$ cat src/rtl/assert_macros.svh
// Assertion macros for the joystick report scheduler, used by jrs_core.
`ifndef ASSERT_MACROS_SVH
`define ASSERT_MACROS_SVH
`ifndef SYNTHESIS
`define JRS_ASSERT_SEQ(label, clk, rst_n, prop) \
  label: assert property (@(posedge clk) disable iff (!rst_n) prop) \
    else $error("sequential check failed");
`define JRS_ASSERT_COMB(label, clk, rst_n, expr) \
  label: assert property (@(posedge clk) disable iff (!rst_n) (expr)) \
    else $error("combinational check failed");
`else
`define JRS_ASSERT_SEQ(label, clk, rst_n, prop)
`define JRS_ASSERT_COMB(label, clk, rst_n, expr)
`endif
`endif

$ cat src/rtl/jrs_pkg.sv
// Types and constants of the joystick report scheduler.
package jrs_pkg;

  localparam int unsigned AXIS_W       = 16;
  localparam int unsigned MAX_AXES     = 4;
  localparam int unsigned AXES_DEFAULT = 4;
  localparam int unsigned IN_TDATA_W   = 184;
  localparam int unsigned OUT_TDATA_W  = 112;
  localparam logic [15:0] RESET_PERIOD_MS = 16'd500;

  typedef enum logic [2:0] {
    ACT_TICK    = 3'd0,
    ACT_SET     = 3'd1,
    ACT_ENABLE  = 3'd2,
    ACT_DISABLE = 3'd3,
    ACT_RESET   = 3'd4
  } action_e;

  typedef struct packed {
    logic [2:0]                   action;
    logic [3:0]                   axis_en;
    logic [MAX_AXES*AXIS_W-1:0]   axes_packed;
    logic [31:0]                  button_mask;
    logic [31:0]                  button_values;
    logic [15:0]                  period_request_ms;
    logic                         host_mounted;
    logic                         send_ready;
    logic [31:0]                  now_ms;
  } in_item_t;

  typedef struct packed {
    logic                         submit_strobe;
    logic                         report_sent;
    logic [MAX_AXES*AXIS_W-1:0]   axes_out;
    logic [31:0]                  buttons_out;
    logic                         report_mounted;
    logic [7:0]                   report_seq;
  } out_item_t;

endpackage

$ cat src/rtl/joystick_report_scheduler.sv
// Joystick report scheduler top level: request stream in, report stream out.
// Requests pass from the input register through the core logic to the output register.
// Throughput: one request per cycle while the report stream takes results, set by the state update loop in jrs_core.
// Reset: asynchronous active low; clears valid flags and core state at once, period and default back to 500.
module joystick_report_scheduler #(
  parameter int unsigned AXES = jrs_pkg::AXES_DEFAULT
) (
  input  logic                                 clk_i,
  input  logic                                 rst_ni,
  input  logic                                 cfg_valid_i,
  output logic                                 cfg_ready_o,
  input  logic [15:0]                          cfg_data_i,
  input  logic                                 s_axis_tvalid,
  output logic                                 s_axis_tready,
  // axis_en, axes_packed, button_mask, button_values, period_request_ms,
  // host_mounted, send_ready, now_ms, zero pad
  input  logic [jrs_pkg::IN_TDATA_W-1:0]       s_axis_tdata,
  // action
  input  logic [2:0]                           s_axis_tuser,
  output logic                                 m_axis_tvalid,
  input  logic                                 m_axis_tready,
  // submit_strobe, report_sent, axes_out, buttons_out, report_mounted,
  // report_seq, zero pad
  output logic [jrs_pkg::OUT_TDATA_W-1:0]      m_axis_tdata
);

  jrs_pkg::in_item_t  in_item, core_item;
  jrs_pkg::out_item_t core_result, out_item;
  logic               step;
  logic               out_ready;

  assign cfg_ready_o = 1'b1;

  assign in_item.action            = s_axis_tuser;
  assign in_item.axis_en           = s_axis_tdata[3:0];
  assign in_item.axes_packed       = s_axis_tdata[67:4];
  assign in_item.button_mask       = s_axis_tdata[99:68];
  assign in_item.button_values     = s_axis_tdata[131:100];
  assign in_item.period_request_ms = s_axis_tdata[147:132];
  assign in_item.host_mounted      = s_axis_tdata[148];
  assign in_item.send_ready        = s_axis_tdata[149];
  assign in_item.now_ms            = s_axis_tdata[181:150];

  jrs_in_stage u_in (
    .clk_i        (clk_i),
    .rst_ni       (rst_ni),
    .valid_i      (s_axis_tvalid),
    .ready_o      (s_axis_tready),
    .item_i       (in_item),
    .down_ready_i (out_ready),
    .step_o       (step),
    .item_o       (core_item)
  );

  jrs_core #(
    .AXES (AXES)
  ) u_core (
    .clk_i      (clk_i),
    .rst_ni     (rst_ni),
    .cfg_we_i   (cfg_valid_i),
    .cfg_data_i (cfg_data_i),
    .step_i     (step),
    .item_i     (core_item),
    .result_o   (core_result)
  );

  jrs_out_stage u_out (
    .clk_i        (clk_i),
    .rst_ni       (rst_ni),
    .load_i       (step),
    .item_i       (core_result),
    .ready_o      (out_ready),
    .valid_o      (m_axis_tvalid),
    .down_ready_i (m_axis_tready),
    .item_o       (out_item)
  );

  assign m_axis_tdata = {5'd0,
                         out_item.report_seq,
                         out_item.report_mounted,
                         out_item.buttons_out,
                         out_item.axes_out,
                         out_item.report_sent,
                         out_item.submit_strobe};

endmodule

$ cat src/rtl/jrs_in_stage.sv
// Input register stage holding one accepted request.
module jrs_in_stage (
  input  logic              clk_i,
  input  logic              rst_ni,
  input  logic              valid_i,
  output logic              ready_o,
  input  jrs_pkg::in_item_t item_i,
  input  logic              down_ready_i,
  output logic              step_o,
  output jrs_pkg::in_item_t item_o
);

  logic              valid_q;
  jrs_pkg::in_item_t item_q;

  assign step_o  = valid_q & down_ready_i;
  assign ready_o = ~valid_q | step_o;
  assign item_o  = item_q;

  always_ff @(posedge clk_i or negedge rst_ni) begin
    if (!rst_ni) begin
      valid_q <= 1'b0;
    end else if (ready_o) begin
      valid_q <= valid_i;
    end
  end

  always_ff @(posedge clk_i) begin
    if (ready_o && valid_i) begin
      item_q <= item_i;
    end
  end

endmodule

$ cat src/rtl/jrs_core.sv
// Scheduler state and the next-state logic for one request.
`include "assert_macros.svh"

module jrs_core #(
  parameter int unsigned AXES = jrs_pkg::AXES_DEFAULT
) (
  input  logic               clk_i,
  input  logic               rst_ni,
  input  logic               cfg_we_i,
  input  logic [15:0]        cfg_data_i,
  input  logic               step_i,
  input  jrs_pkg::in_item_t  item_i,
  output jrs_pkg::out_item_t result_o
);

  localparam int unsigned AW = jrs_pkg::AXIS_W;

  logic [15:0]   default_period_q;
  logic          enabled_q, enabled_d;
  logic [AW-1:0] axis_q [AXES];
  logic [AW-1:0] axis_d [AXES];
  logic [31:0]   buttons_q, buttons_d;
  logic          mounted_prev_q, mounted_prev_d;
  logic [7:0]    seq_q, seq_d;
  logic          pending_q, pending_d;
  logic [31:0]   last_time_q, last_time_d;
  logic [15:0]   period_q, period_d;

  logic          strobe;
  logic          send_req;
  logic          sent;
  logic          changed;
  logic [31:0]   elapsed;
  logic [31:0]   next_buttons;
  logic [jrs_pkg::MAX_AXES*AW-1:0] packed_axes;

  assign elapsed      = item_i.now_ms - last_time_q;
  assign next_buttons = (buttons_q & ~item_i.button_mask) |
                        (item_i.button_values & item_i.button_mask);

  always_comb begin
    enabled_d      = enabled_q;
    axis_d         = axis_q;
    buttons_d      = buttons_q;
    mounted_prev_d = mounted_prev_q;
    seq_d          = seq_q;
    pending_d      = pending_q;
    last_time_d    = last_time_q;
    period_d       = period_q;
    strobe         = 1'b0;
    send_req       = 1'b0;
    changed        = 1'b0;
    case (item_i.action)
      jrs_pkg::ACT_TICK: begin
        if (item_i.host_mounted != mounted_prev_q) begin
          mounted_prev_d = item_i.host_mounted;
          if (enabled_q) begin
            pending_d = 1'b1;
          end
        end
        if (enabled_q && (pending_d || elapsed >= {16'd0, period_q})) begin
          send_req = 1'b1;
        end
      end
      jrs_pkg::ACT_SET: begin
        if (enabled_q) begin
          for (int i = 0; i < AXES; i++) begin
            if (item_i.axis_en[i] && axis_q[i] != item_i.axes_packed[AW*i +: AW]) begin
              axis_d[i] = item_i.axes_packed[AW*i +: AW];
              changed   = 1'b1;
            end
          end
          if (next_buttons != buttons_q) begin
            buttons_d = next_buttons;
            changed   = 1'b1;
          end
          if (changed) begin
            strobe    = 1'b1;
            pending_d = 1'b1;
          end
        end
      end
      jrs_pkg::ACT_ENABLE: begin
        enabled_d = 1'b1;
        period_d  = (item_i.period_request_ms != 16'd0) ? item_i.period_request_ms
                                                        : default_period_q;
        pending_d = 1'b1;
        strobe    = 1'b1;
      end
      jrs_pkg::ACT_DISABLE: begin
        for (int i = 0; i < AXES; i++) begin
          axis_d[i] = '0;
        end
        buttons_d = '0;
        strobe    = 1'b1;
        if (enabled_q) begin
          pending_d = 1'b1;
          send_req  = 1'b1;
        end
        enabled_d = 1'b0;
      end
      jrs_pkg::ACT_RESET: begin
        enabled_d = 1'b0;
        for (int i = 0; i < AXES; i++) begin
          axis_d[i] = '0;
        end
        buttons_d = '0;
        period_d  = default_period_q;
        strobe    = 1'b1;
      end
      default: begin
      end
    endcase
    sent = send_req & item_i.send_ready;
    if (sent) begin
      seq_d       = seq_q + 8'd1;
      pending_d   = 1'b0;
      last_time_d = item_i.now_ms;
    end
  end

  always_comb begin
    packed_axes = '0;
    for (int i = 0; i < AXES; i++) begin
      packed_axes[AW*i +: AW] = axis_d[i];
    end
  end

  assign result_o.submit_strobe  = strobe;
  assign result_o.report_sent    = sent;
  assign result_o.axes_out       = packed_axes;
  assign result_o.buttons_out    = buttons_d;
  assign result_o.report_mounted = sent & item_i.host_mounted;
  assign result_o.report_seq     = sent ? seq_q : 8'd0;

  always_ff @(posedge clk_i or negedge rst_ni) begin
    if (!rst_ni) begin
      default_period_q <= jrs_pkg::RESET_PERIOD_MS;
    end else if (cfg_we_i) begin
      default_period_q <= cfg_data_i;
    end
  end

  always_ff @(posedge clk_i or negedge rst_ni) begin
    if (!rst_ni) begin
      enabled_q      <= 1'b0;
      for (int i = 0; i < AXES; i++) begin
        axis_q[i] <= '0;
      end
      buttons_q      <= '0;
      mounted_prev_q <= 1'b0;
      seq_q          <= '0;
      pending_q      <= 1'b0;
      last_time_q    <= '0;
      period_q       <= jrs_pkg::RESET_PERIOD_MS;
    end else if (step_i) begin
      enabled_q      <= enabled_d;
      axis_q         <= axis_d;
      buttons_q      <= buttons_d;
      mounted_prev_q <= mounted_prev_d;
      seq_q          <= seq_d;
      pending_q      <= pending_d;
      last_time_q    <= last_time_d;
      period_q       <= period_d;
    end
  end

  `JRS_ASSERT_SEQ(a_seq_advance, clk_i, rst_ni,
    (step_i && sent) |=> (seq_q == $past(seq_q) + 8'd1))
  `JRS_ASSERT_SEQ(a_pending_clear, clk_i, rst_ni, (step_i && sent) |=> !pending_q)
  `JRS_ASSERT_COMB(a_quiet_report, clk_i, rst_ni,
    sent || (result_o.report_seq == 8'd0 && !result_o.report_mounted))
  `JRS_ASSERT_SEQ(a_hold_idle, clk_i, rst_ni,
    !step_i |=> ($stable(seq_q) && $stable(enabled_q) && $stable(pending_q)))

endmodule

$ cat src/rtl/jrs_out_stage.sv
// Result register stage toward the report stream.
module jrs_out_stage (
  input  logic               clk_i,
  input  logic               rst_ni,
  input  logic               load_i,
  input  jrs_pkg::out_item_t item_i,
  output logic               ready_o,
  output logic               valid_o,
  input  logic               down_ready_i,
  output jrs_pkg::out_item_t item_o
);

  logic               valid_q;
  jrs_pkg::out_item_t item_q;

  assign ready_o = ~valid_q | down_ready_i;
  assign valid_o = valid_q;
  assign item_o  = item_q;

  always_ff @(posedge clk_i or negedge rst_ni) begin
    if (!rst_ni) begin
      valid_q <= 1'b0;
    end else if (ready_o) begin
      valid_q <= load_i;
    end
  end

  always_ff @(posedge clk_i) begin
    if (load_i) begin
      item_q <= item_i;
    end
  end

endmodule

$ cat config.mk
export PLATFORM = sky130hd
export DESIGN_NAME = joystick_report_scheduler
export DESIGN_NICKNAME = d
export VERILOG_FILES = /design/src/rtl/jrs_pkg.sv /design/src/rtl/joystick_report_scheduler.sv /design/src/rtl/jrs_in_stage.sv /design/src/rtl/jrs_core.sv /design/src/rtl/jrs_out_stage.sv
export VERILOG_INCLUDE_DIRS = /design/src /design/src/rtl
export SDC_FILE = /design/constraint.sdc
export NUM_CORES = 1
export LEC_CHECK = 0
export ABC_AREA = 1
export BUFFER_PORTS_ARGS = -buffer_cell sky130_fd_sc_hd__buf_2
export CAP_MARGIN = 20
export CORE_MARGIN = 3
export CORE_UTILIZATION = 40
export DETAILED_ROUTE_END_ITERATION = 10
export PLACE_DENSITY = 0.66
export SYNTH_ARGS = -nofsm -noshare
export SYNTH_HDL_FRONTEND = slang
export SYNTH_SLANG_ARGS = --single-unit
export TNS_END_PERCENT = 30
$ cat constraint.sdc
create_clock -name clk_i -period 6.9 [get_ports clk_i]
set_clock_uncertainty 0.15 [all_clocks]
set_input_delay 0 -clock clk_i [delete_from_list [all_inputs] [get_ports clk_i]]
set_output_delay 0 -clock clk_i [all_outputs]
set_load 0.02 [all_outputs]
After elaboration in Yosys (flattened, before gate mapping)
Cells that the tools add are included.
{"block": "totals", "inputBits": 208, "elab_cells": 106, "output_inout_bits": 115, "reg_bits": 465}
{"block": "op_classes", "n_eq_ne": 12, "n_reduce_logical": 19, "muxes": 32, "addsub": 2, "n_bitwise": 11, "n_lt_le_gt_ge": 1}
{"operator": "$pmux W64 S2", "count": 1}
{"operator": "$mux W16", "count": 5}
{"operator": "$and A32 B32 Y32", "count": 2}
{"operator": "$mux W32", "count": 2}
{"operator": "$mux W64", "count": 1}
{"operator": "$ne A16 B16 Y1", "count": 4}
{"operator": "$pmux W32 S2", "count": 1}
{"operator": "$ge A32 B16 Y1", "count": 1}
{"operator": "$ne A32 B32 Y1", "count": 1}
{"operator": "$not A32 Y32", "count": 1}
{"operator": "$or A32 B32 Y32", "count": 1}
{"operator": "$pmux W16 S2", "count": 1}
{"operator": "$sub A32 B32 Y32", "count": 1}
{"operator": "$mux W1", "count": 17}
{"operator": "$reduce_bool A16 Y1", "count": 1}
{"operator": "$add A8 B1 Y8 const B", "count": 1}
{"operator": "$eq A3 B2 Y1 const B", "count": 2}
{"operator": "$logic_and A1 B1 Y1", "count": 6}
{"operator": "$ne A3 B1 Y1 const B", "count": 2}
{"operator": "$pmux W1 S2", "count": 3}
{"operator": "$reduce_and A2 Y1", "count": 3}
{"operator": "$reduce_bool A5 Y1", "count": 1}
{"operator": "$pmux W1 S4", "count": 1}
{"operator": "$reduce_and A4 Y1", "count": 1}
{"operator": "12 further kinds", "count": 17}

Depth between registers and ports, before layout
Gate-level depths: netlist of run 1.
{"block": "depth", "word_depth": 13, "depth_mapped": 28, "ltp_nobuf": 27}

Hierarchy
From an unflattened synthesis of run 1, not the netlist that was laid out.
{"block": "hier_totals", "cells_unflattened": 2274, "area_unflattened_um2": 21856.0}
{"mod": "jrs_core", "instances": 1, "cells_each": 1961, "area_each_um2": 12937.4, "seq_area_each_um2": 4294.1}
{"mod": "jrs_in_stage", "instances": 1, "cells_each": 193, "area_each_um2": 5607.9, "seq_area_each_um2": 5580.4}
{"mod": "jrs_out_stage", "instances": 1, "cells_each": 112, "area_each_um2": 3258.1, "seq_area_each_um2": 3238.1}
{"mod": "joystick_report_scheduler", "instances": 1, "cells_each": 8, "area_each_um2": 52.6, "seq_area_each_um2": 0.0}

Least setup slack after synthesis of run 1
OpenSTA, ideal clock, no wires.
{"block": "synth_path", "path_type": "reg-to-reg", "from": "reg u_out.valid_q, in the netlist u_out.valid_o", "to": "reg u_in.item_q (netlist bit u_in.item_o[0]) (enable)", "stages_incl_launch_ff": 4, "required_time_ps": 6213, "setup_time_ps": 537, "arrival_time_ps": 4398, "path_buffers": 0, "slack_ps": 1815, "synth_period_minus_slack_ps": 5085, "cell_sequence": "dfrtp_1 > nand3_1 > nand2_1 > inv_1"}
{"block": "synth_between", "elab_chain_len": 5}
{"element": "start: declaration", "line_no": "jrs_out_stage.sv:13", "text": "logic valid_q;"}
{"element": "start signal: assignment", "line_no": "jrs_out_stage.sv:24", "text": "valid_q <= load_i;"}
{"element": "$not A1 Y1", "line_no": "jrs_out_stage.sv:16", "text": "assign ready_o = ~valid_q | down_ready_i;"}
{"element": "$or A1 B1 Y1", "line_no": "jrs_out_stage.sv:16"}
{"element": "$and A1 B1 Y1", "line_no": "jrs_in_stage.sv:16", "text": "assign step_o = valid_q & down_ready_i;"}
{"element": "$or A1 B1 Y1", "line_no": "jrs_in_stage.sv:17", "text": "assign ready_o = ~valid_q | step_o;"}
{"element": "named net s_axis_tready", "line_no": "joystick_report_scheduler.sv:14", "text": "output logic s_axis_tready,"}
{"element": "$logic_and A1 B1 Y1", "line_no": "jrs_in_stage.sv:29", "text": "if (ready_o && valid_i) begin"}
{"element": "end signal: assignment", "line_no": "jrs_in_stage.sv:30", "text": "item_q <= item_i;"}
{"element": "end: declaration", "line_no": "jrs_in_stage.sv:14", "text": "jrs_pkg::in_item_t item_q;"}
The timed path passes the listed nets, and every way through them passes these cells.
A chain may end at the register's enable or synchronous reset.

Worst setup path in the final report of run 1
{"block": "layout_path", "from": "reg u_in.item_q (netlist bit u_in.item_o[0])", "to": "reg u_core.last_time_q[22]"}
{"block": "layout_between", "elab_chain_len": 8}
{"element": "$sub A32 B32 Y32", "line_no": "jrs_core.sv:37", "text": "assign elapsed = item_i.now_ms - last_time_q;"}
{"element": "$ge A32 B16 Y1", "line_no": "jrs_core.sv:61", "text": "if (enabled_q && (pending_d || elapsed >= {16'd0, period_q})) begin"}
{"element": "$logic_or A1 B1 Y1", "line_no": "jrs_core.sv:61"}
{"element": "$logic_and A1 B1 Y1", "line_no": "jrs_core.sv:61"}
{"element": "$mux W1", "line_no": "jrs_core.sv:61"}
{"element": "$pmux W1 S2", "line_no": "jrs_core.sv:53", "text": "case (item_i.action)"}
{"element": "$and A1 B1 Y1", "line_no": "jrs_core.sv:114", "text": "sent = send_req & item_i.send_ready;"}
{"element": "$reduce_and A2 Y1 (no line)"}
{"element": "end signal: assignment", "line_no": "jrs_core.sv:163", "text": "last_time_q <= last_time_d;"}
{"element": "end: declaration", "line_no": "jrs_core.sv:26", "text": "logic [31:0] last_time_q, last_time_d;"}
Every way passes these cells.

==> summary.txt, run 1 <==
post-synth top area cell: sky130_fd_sc_hd__edfxtp_1
fraction of power spent switching nets: 0.346
clock insertion delay at the later pin of the skew report: 610 ps
antenna violations before repair: 7
die outline width: 240 µm
Post-Syn Instances: 2296
placed instance area: 0.0242 mm²
Starting Density: 0.406
utilization after layout: 0.557
part of the Yosys area used for sequential elements: 0.598
status: complete, no violations
Synthesis Warnings: 0
Post-synth EDFFs: 292
Area growth syn-to-layout: 37.2%
kind of start point of the critical path: flip-flop
cell with the most instances after synthesis: sky130_fd_sc_hd__nand2_1
number of maximum-capacitance violations: 0
Mapped Area: 0.0219 mm²
final RePlAce weighted congestion: 0.878
clk sink count: 465
number of hold violations in the final report: 0
combinational share of power: 0.305
Setup Fix Bufs, Post-CTS: 0
clock tree from TritonCTS: yes
area enclosed by the die boundary: 0.0577 mm²
post-DP HPWL: 39500 µm
final non-filler cell total: 3767
power density over the cells: 313 mW/mm²
total instance count after detailed placement: 3247
sum of negative setup slack: 0 ps
largest fanout of any net on the critical path: 42
routed length on met3: 3620 µm
category of the critical setup timing path: flip-flop to flip-flop
largest cells by area after synthesis: sky130_fd_sc_hd__edfxtp_1 (40%), sky130_fd_sc_hd__dfrtp_1 (18%), sky130_fd_sc_hd__nand2_1 (10%)
remaining number of nets flagged by the antenna check after routing: 0
initial DRC count: 1263
count of nets after finishing: 3280
global route overflow: 0
P_int: 0.00615 W
VDD IR max: 0.194 mV
share of power burned in the clock network: 0.295
Slew Limit Headroom: 0.277
Fmax achieved: 0.203 GHz
period utilisation layout: 0.714
Net Switching: 0.00326 W
drt first pass iters: 6
hold crit path type: input port to flip-flop
DRC errors left: 0
input/output buffers: 314
Commonest cells post-synth: sky130_fd_sc_hd__nand2_1 (611), sky130_fd_sc_hd__inv_1 (361), sky130_fd_sc_hd__edfxtp_1 (292)
share of flip-flops with an asynchronous set or reset: 0.372
height of the die: 240 µm
average footprint of a synthesized cell: 9.55 µm²
sequential power share: 0.400
Worst EP arrival: 5270 ps
Critical Path Sink Type: flip-flop
vias in the first global route: 19300
pin slew with the least headroom to its limit: 1080 ps
DR vias: 18800
global-route wire length before repair: 102000 µm
flops & latches, synth: 465
final worst path period need: 4930 ps
number of buffers inserted during clock tree synthesis: 51
GRT Total Usage: 0.223
top-area cell type share of the netlist area: 0.400
Finished Cell Area: 0.0301 mm²
largest net degree at the start of global routing: 116
clock transition at the register clock pins on the worst setup and hold paths after CTS: 60 ps
cts-stage hold buffer count: 414
leakage component of the power: 13.8 nW
total design power: 0.00941 W
number of primary I/O pins: 323
WL/cell: 17.0 µm
final wirelength: 64100 µm
share of final-layout standard cells stronger than drive strength 1: 0.148
Clock Tree Buf Depth: 3
met2 wirelength from detailed routing: 32500 µm
top layer reached by signal wires: met5
number of H-tree levels: 2
Core Box Area: 0.0540 mm²
number of gates resized after CTS: 0
endpoint required time on the critical path: 7240 ps
dominant synthesized flop cell: sky130_fd_sc_hd__edfxtp_1
buffer type at the clock tree root: sky130_fd_sc_hd__clkbuf_16
number of core rows: 85
Final setup viols: 0
RSZ-0062 raised after global routing: no
routed length on met1: 25600 µm
number of slew-limit violations in the final report: 0
Vias per Instance: 4.98
count of cell types in the netlist: 44
## flip-flops by register name (all words and copies together), names as in the netlist
register / flops
u_core.enabled_q: 1
u_out.item_o: 107
u_in.valid_q: 1
u_core.mounted_prev_q: 1
u_core.last_time_q: 32
u_core.buttons_q: 32
u_core.default_period_q: 16
u_out.valid_o: 1
u_in.item_o: 185
u_core.seq_q: 8
u_core.axis_q: 64
u_core.period_q: 16
u_core.pending_q: 1
## routing by layer
metal / global-route usage / up-vias
li1: - / 9041
met1: 0.269 / 8941
met2: 0.397 / 631
met3: 0.0428 / 141
met4: 0.0785 / 4
met5: 0 / -
## power groups by stage
stage,combinational (W),clock (W),sequential (W)
final,0.00288,0.00278,0.00376
after global routing,0.00326,0.00296,0.00381
after CTS,0.00286,0.00283,0.00375
after detailed placement,0.00266,0,0.00380
after global placement,0.00260,0,0.00378
after floorplan,0.00175,0,0.00389
## final cells by class
cell class	instances	area [µm²]
clock buffer	69	1390
antenna	5	12.5
timing repair buffer	746	5890
multi-input combinational	1395	7140
fill	4503	23900
tap	696	871
clock inverter	27	314
sequential	465	13100
inverter	364	1380
## cell families (layout without fill, tap and decap cells)
family / count (synthesis) / after routing / share of synthesized area
AND/OR/NAND/NOR: 905 / 905 / 0.174
flip-flops: 465 / 465 / 0.598
buffers and inverters: 440 / 1206 / 0.0783
AO/OA/AOI/OAI: 360 / 360 / 0.0913
XOR/XNOR: 74 / 74 / 0.0295
adder cells (fa/ha/maj): 49 / 49 / 0.0283
other: 2 / 11 / 0.000342
multiplexers: 1 / 1 / 0.000513
## cell usage in the layout (no fill, tap or decap), types with 3 or more instances in the layout
| master | synthesis | final |
|---|---|---|
| sky130_fd_sc_hd__nand2_1 | 611 | 610 |
| sky130_fd_sc_hd__dlygate4sd3_1 | 0 | 415 |
| sky130_fd_sc_hd__inv_1 | 361 | 359 |
| sky130_fd_sc_hd__buf_2 | 8 | 313 |
| sky130_fd_sc_hd__edfxtp_1 | 292 | 292 |
| sky130_fd_sc_hd__o21ai_0 | 206 | 205 |
| sky130_fd_sc_hd__dfrtp_1 | 161 | 161 |
| sky130_fd_sc_hd__nor2_1 | 103 | 103 |
| sky130_fd_sc_hd__nand4_1 | 70 | 70 |
| sky130_fd_sc_hd__xor2_1 | 62 | 62 |
| sky130_fd_sc_hd__nand3_1 | 56 | 56 |
| sky130_fd_sc_hd__a21oi_1 | 54 | 53 |
| sky130_fd_sc_hd__clkbuf_16 | 0 | 52 |
| sky130_fd_sc_hd__ha_1 | 48 | 48 |
| sky130_fd_sc_hd__o22ai_1 | 39 | 39 |
| sky130_fd_sc_hd__a22oi_1 | 33 | 33 |
| sky130_fd_sc_hd__o211ai_1 | 18 | 18 |
| sky130_fd_sc_hd__nor3_1 | 16 | 16 |
| sky130_fd_sc_hd__clkbuf_1 | 52 | 15 |
| sky130_fd_sc_hd__nand2_2 | 14 | 14 |
| sky130_fd_sc_hd__buf_4 | 6 | 13 |
| sky130_fd_sc_hd__xnor2_1 | 12 | 12 |
| sky130_fd_sc_hd__dfstp_2 | 12 | 12 |
| sky130_fd_sc_hd__nor4_1 | 11 | 11 |
| sky130_fd_sc_hd__clkinv_2 | 0 | 10 |
| sky130_fd_sc_hd__or2_2 | 8 | 8 |
| sky130_fd_sc_hd__clkinv_1 | 3 | 7 |
| sky130_fd_sc_hd__conb_1 | 2 | 6 |
| sky130_fd_sc_hd__diode_2 | 0 | 5 |
| sky130_fd_sc_hd__nand3b_1 | 5 | 5 |
| sky130_fd_sc_hd__and2_1 | 5 | 5 |
| sky130_fd_sc_hd__bufinv_16 | 0 | 5 |
| sky130_fd_sc_hd__o21bai_1 | 3 | 3 |
| sky130_fd_sc_hd__clkbuf_8 | 0 | 3 |
| sky130_fd_sc_hd__clkinvlp_4 | 0 | 3 |
| sky130_fd_sc_hd__buf_6 | 3 | 3 |
## worst max-delay path: stages, from the launching register on
cell	delay, ps
sky130_fd_sc_hd__edfxtp_1	350
sky130_fd_sc_hd__inv_1	50
sky130_fd_sc_hd__ha_1	230
sky130_fd_sc_hd__fa_1	420
sky130_fd_sc_hd__inv_1	120
sky130_fd_sc_hd__nand2_1	60
sky130_fd_sc_hd__nand2_1	70
sky130_fd_sc_hd__nand3_1	70
sky130_fd_sc_hd__nand2_1	190
sky130_fd_sc_hd__nand2_1	70
sky130_fd_sc_hd__nand2_1	100
sky130_fd_sc_hd__xor2_1	150
sky130_fd_sc_hd__ha_1	150
sky130_fd_sc_hd__a21oi_1	60
sky130_fd_sc_hd__o311ai_0	360
sky130_fd_sc_hd__nor2_1	120
sky130_fd_sc_hd__nand3_1	80
sky130_fd_sc_hd__nor2_1	40
sky130_fd_sc_hd__nand2_1	50
sky130_fd_sc_hd__nor2_1	60
sky130_fd_sc_hd__nand2_1	100
sky130_fd_sc_hd__nand2_1	70
sky130_fd_sc_hd__nand2_2	660
sky130_fd_sc_hd__nand3_4	710
sky130_fd_sc_hd__nand2_1	210
sky130_fd_sc_hd__nand2_1	70
## path summary, 6_finish.rpt
| kind | start | end | slack (ps) | cells past startpoint |
|---|---|---|---|---|
| max | u_in.item_o[0] | u_core.last_time_q[22] | 1970 | 25 |
| min | s_axis_tdata[16] | u_in.item_o[126] | 20 | 2 |
| max reg2reg | u_in.item_o[0] | u_core.last_time_q[22] | 1970 | 25 |
| min reg2reg | u_core.last_time_q[12] | u_core.last_time_q[12] | 320 | 2 |
| max in group asynchronous | rst_ni | u_core.axis_q[22] | 5180 | 4 |
| min in group asynchronous | rst_ni | u_core.period_q[5] | 450 | 3 |
## metrics by stage
step	hold slack [ps]	worst slack [ps]
floorplan	-446	1810
global placement	-76.6	1990
detailed placement	-69.1	1940
CTS	1.76	1950
global route	3.57	1480
finish	18.4	1970
(Power assumes the default switching activity.)
==> inputs of run 2 (changes only) <==
Clock period 6.9 ns to 5.1 ns, I/O delays scaled along.
==> run 2 against run 1 <==
Effect of this change: via count up 0.78%; register-to-register slack got worse by 850 ps; hold slack improved by 2.6 ps; worst setup slack lost 850 ps; total power grew 36%; die area is the same; fmax rose by 24%; core utilization is 0.27 points higher; critical path depth decreased by 5; first-iteration DRC count up 1.4%; sequential power up 35%; largest cell class unchanged.
==> summary.txt, run 2 (synthesized netlist as in run 1, its figures left out) <==
DR vias: 18900
Vias per Instance: 5.01
total design power: 0.0128 W
Clock Tree Buf Depth: 3
drt first pass iters: 6
number of buffers inserted during clock tree synthesis: 51
initial DRC count: 1281
number of slew-limit violations in the final report: 0
post-DP HPWL: 39800 µm
final wirelength: 64600 µm
Starting Density: 0.406
WL/cell: 17.1 µm
antenna violations before repair: 6
flip-flop count of the largest register after layout: 185
vias in the first global route: 19500
fill cell instance count of the final layout: 4457
global route overflow: 0
slowest stage delay, CP: 450 ps
RSZ-0062 raised after global routing: no
Area growth syn-to-layout: 37.9%
leading cell type in the layout, fill and taps excluded: sky130_fd_sc_hd__nand2_1
cell type of the slowest stage on the worst timing path: sky130_fd_sc_hd__nand3_4
global-route wire length before repair: 102000 µm
Final setup viols: 0
status: complete, no violations
period utilisation layout: 0.780
number of primary I/O pins: 323
Worst path most repeated cell: sky130_fd_sc_hd__nand2_1
placed instance area: 0.0242 mm²
count of nets after finishing: 3291
final worst path period need: 3980 ps
pin slew with the least headroom to its limit: 1070 ps
commonest cells after routing, fill and taps aside: sky130_fd_sc_hd__nand2_1 (610), sky130_fd_sc_hd__dlygate4sd3_1 (424), sky130_fd_sc_hd__inv_1 (359)
clock tree from TritonCTS: yes
sum of negative setup slack: 0 ps
category of the critical setup timing path: flip-flop to flip-flop
worst-path cell chain: ha_1 > nand2_1 > nor2_1 > nand2_1 > o21bai_2 > xor2_1 > ha_1 > a21oi_1 > o311ai_0 > nor2_1 > nand3_1 > nor2_1 > nand2_1 > nor2_1 > nand2_1 > nand2_1 > nand2_2 > nand3_4 > nand2_1 > nand2_1
Finished Cell Area: 0.0303 mm²
input/output buffers: 314
largest fanout of any net on the critical path: 40
worst setup path start: u_in.item_o[11]
number of hold violations in the final report: 0
number of core rows: 85
final RePlAce weighted congestion: 0.911
kind of cell with the highest combined delay on the critical path: simple AND/OR/NAND/NOR gates
Worst EP arrival: 4310 ps
VDD IR max: 0.324 mV
worst slack at placement: 1110 ps
Setup Fix Bufs, Post-CTS: 0
clk sink count: 465
clock transition at the register clock pins on the worst setup and hold paths after CTS: 70 ps
Fmax achieved: 0.251 GHz
GRT Total Usage: 0.224
height of the die: 240 µm
post-route worst setup slack: 1120 ps
hold crit path type: input port to flip-flop
number of H-tree levels: 2
clock insertion delay at the later pin of the skew report: 610 ps
Core Box Area: 0.0540 mm²
endpoint required time on the critical path: 5430 ps
number of maximum-capacitance violations: 0
buffer type at the clock tree root: sky130_fd_sc_hd__clkbuf_16
power density over the cells: 423 mW/mm²
start point of the worst hold path: s_axis_tdata[147]
area enclosed by the die boundary: 0.0577 mm²
Critical Path Sink Type: flip-flop
share of final-layout standard cells stronger than drive strength 1: 0.148
die outline width: 240 µm
leakage component of the power: 13.9 nW
Bufs and invs on worst path: 0
kind of start point of the critical path: flip-flop
Slew Limit Headroom: 0.287
remaining number of nets flagged by the antenna check after routing: 0
DRC errors left: 0
reg-to-reg critical path startpoint: u_in.item_o[11]
largest net degree at the start of global routing: 131
## run 2: timing repair
item	4_1_cts	5_1_grt
resized for setup	0	0
hold buffers	425	0
hold endpoints to repair	297	0
## run 2: per-stage QoR
step	std cells	util	hold slack (ps)
6_report	3775	0.560	21.0
5_1_grt	3772	0.560	13.5
4_1_cts	3768	0.559	1.60
3_5_place_dp	3248	0.448	19.7
3_3_place_gp	3248	0.448	8.47
2_1_floorplan	2300	-	-446
## run 2: routing by layer
layer	wire length [µm]	global-route usage	up-vias
li1	-	-	9055
met1	26000	0.270	8989
met2	32400	0.398	679
met3	3860	0.0413	174
met4	2290	0.0845	8
met5	50	0	-
## run 2: worst reg2reg max path: cells and delay by family (launching register included)
kind                     cells  cell delay, ps
adder cells (fa/ha/maj)      2             710
AO/OA/AOI/OAI                3             570
flip-flops                   1             390
XOR/XNOR                     1             100
AND/OR/NAND/NOR             14            1900
## run 2: layout make-up
cell class	instances	area, µm²	share of cell area
diodes	3	7.51	0.000248
clock buffers	70	1440	0.0476
clock inverters	25	280	0.00926
inverters	364	1380	0.0457
multi-input cells	1395	7140	0.236
flip-flops and latches	465	13100	0.433
well taps	696	871	0.0288
repair buffers	757	6020	0.199
## run 2: power breakdown
part           internal (W)  total [W]  switching (W)
logic               0.00142    0.00391        0.00249
clock network       0.00220    0.00378        0.00159
registers           0.00474    0.00509       0.000355
## run 2: path summary, 6_finish.rpt
check	endpoint	slack, ps	cells past startpoint
setup / recovery	u_core.last_time_q[0]	1120	20
hold / removal	u_in.item_o[49]	20	2
setup reg to reg	u_core.last_time_q[0]	1120	20
hold reg to reg	u_core.last_time_q[14]	320	2
max in group asynchronous	u_core.axis_q[0]	3700	4
min in group asynchronous	u_core.default_period_q[4]	440	3
==> inputs of run 3 (changes only) <==
Clock period 5.1 ns to 3.81 ns, I/O delays scaled along.
==> run 3 against run 2 <==
Effect of this change: register-to-register slack lost 910 ps; hold slack better by 16 ps; combinational power up 40%; sequential power grew 34%; critical path type unchanged; via count grew 0.81%; worst setup slack worse by 910 ps; flip-flop and latch count unchanged; largest power group unchanged; non-clock buffer count increased by 20; clock power grew 37%; global-route usage grew 0.13 points; cell count increased by 0.58%; critical endpoint is now u_out.item_o[4].
==> summary.txt, run 3 (synthesized netlist as in run 1, its figures left out) <==
status: complete, no violations
slowest stage delay, CP: 470 ps
Final setup viols: 0
sequential power share: 0.391
largest net degree at the start of global routing: 124
commonest cells after routing, fill and taps aside: sky130_fd_sc_hd__nand2_1 (604), sky130_fd_sc_hd__dlygate4sd3_1 (423), sky130_fd_sc_hd__inv_1 (358)
global route overflow: 0
pin slew with the least headroom to its limit: 904 ps
number of H-tree levels: 2
global-route wire length before repair: 103000 µm
Area growth syn-to-layout: 39.8%
leading cell type in the layout, fill and taps excluded: sky130_fd_sc_hd__nand2_1
flip-flop count of the largest register after layout: 185
DR vias: 19100
clk sink count: 465
number of hold violations in the final report: 0
number of primary I/O pins: 323
total instance count after detailed placement: 3269
share of final-layout standard cells stronger than drive strength 1: 0.165
Finished Cell Area: 0.0307 mm²
Vias per Instance: 5.02
share of power burned in the clock network: 0.297
smallest hold slack: 36.9 ps
placed instance area: 0.0244 mm²
number of core rows: 85
period utilisation layout: 0.944
Slew Limit Headroom: 0.398
Net Switching: 0.00604 W
category of the critical setup timing path: flip-flop to flip-flop
combinational share of power: 0.313
clock transition at the register clock pins on the worst setup and hold paths after CTS: 60 ps
clock tree from TritonCTS: yes
Core Box Area: 0.0540 mm²
Bufs and invs on worst path: 2
final wirelength: 65700 µm
DRC errors left: 0
fill cell instance count of the final layout: 4383
initial DRC count: 1470
endpoint required time on the critical path: 4000 ps
P_int: 0.0115 W
input/output buffers: 314
final worst path period need: 3600 ps
WL/cell: 17.3 µm
post-route worst setup slack: 213 ps
antenna violations before repair: 7
Critical Path Sink Type: flip-flop
worst slack at placement: 45.3 ps
worst reg2reg setup slack: 210 ps
drt first pass iters: 6
clock insertion delay at the later pin of the skew report: 610 ps
Register Area: 0.0131 mm²
number of buffers inserted during clock tree synthesis: 50
worst-path cell chain: ha_1 > nand3_1 > nand2_2 > nand2_1 > nand2_2 > inv_1 > o21bai_2 > xor2_1 > ha_1 > a21oi_2 > o311ai_2 > nor2_1 > nand3_1 > nor2_1 > nand2_1 > nor2_1 > nand2_1 > nand2_2 > nand2_4 > nand2_2 > buf_12 > nor2_1
hold crit path type: input port to flip-flop
power density over the cells: 571 mW/mm²
kind of start point of the critical path: flip-flop
post-DP HPWL: 40900 µm
Clock Tree Buf Depth: 3
count of nets after finishing: 3310
number of slew-limit violations in the final report: 0
fraction of power spent switching nets: 0.345
height of the die: 240 µm
Fmax achieved: 0.278 GHz
Worst EP arrival: 3780 ps
largest fanout of any net on the critical path: 11
VDD IR max: 0.412 mV
area enclosed by the die boundary: 0.0577 mm²
buffer type at the clock tree root: sky130_fd_sc_hd__clkbuf_16
total area of multi-input combinational cells: 0.00729 mm²
kind of cell with the highest combined delay on the critical path: simple AND/OR/NAND/NOR gates
final non-filler cell total: 3797
final RePlAce weighted congestion: 0.897
die outline width: 240 µm
leakage component of the power: 14.1 nW
cell type of the slowest stage on the worst timing path: sky130_fd_sc_hd__edfxtp_1
GRT Total Usage: 0.225
remaining number of nets flagged by the antenna check after routing: 0
vias in the first global route: 19600
Starting Density: 0.406
number of maximum-capacitance violations: 0
run 3: final cells by class:
cell class / instances / area share
clock inverter: 26 / 0.0112
inverter: 364 / 0.0449
clock buffer: 67 / 0.0465
antenna: 7 / 0.000571
tap: 696 / 0.0284
timing repair buffer: 777 / 0.203
sequential: 465 / 0.428
multi-input combinational: 1395 / 0.238
run 3: path summary, 6_finish.rpt:
check                                       start                         end  cells past startpoint
max                                u_in.item_o[1]             u_out.item_o[4]                     22
min                             s_axis_tdata[148]             u_in.item_o[33]                      2
max reg2reg                        u_in.item_o[1]             u_out.item_o[4]                     22
min reg2reg                u_core.last_time_q[11]      u_core.last_time_q[11]                      2
max in group asynchronous                  rst_ni        u_core.buttons_q[20]                      4
min in group asynchronous                  rst_ni  u_core.default_period_q[5]                      3
run 3: routing by layer:
metal,wire (µm),global-route usage
met2,33300,0.404
met5,25,0
met4,2300,0.0829
met3,3650,0.0367
met1,26500,0.273
run 3: power groups by stage:
stage	Clock [W]	Sequential (W)	Combinational, W
after floorplan	0	0.00704	0.00318
after global placement	0	0.00687	0.00477
after detailed placement	0	0.00690	0.00488
after CTS	0.00528	0.00681	0.00526
after global routing	0.00552	0.00691	0.00616
final	0.00519	0.00684	0.00547
run 3: what timing repair did:
item	in CTS	in global routing
buffers inserted	0	3
endpoints found under the hold margin	291	0
resized for setup	0	29
hold buffers	424	0
setup endpoints to repair	0	51
run 3: metrics by stage:
step | total power (W) | TNS (ps) | util
final | 0.0175 | 0 | 0.568
after global routing | 0.0186 | -349 | 0.567
after CTS | 0.0174 | 0 | 0.564
after detailed placement | 0.0118 | 0 | 0.452
after global placement | 0.0116 | 0 | 0.452
after floorplan | 0.0102 | -27100 | -
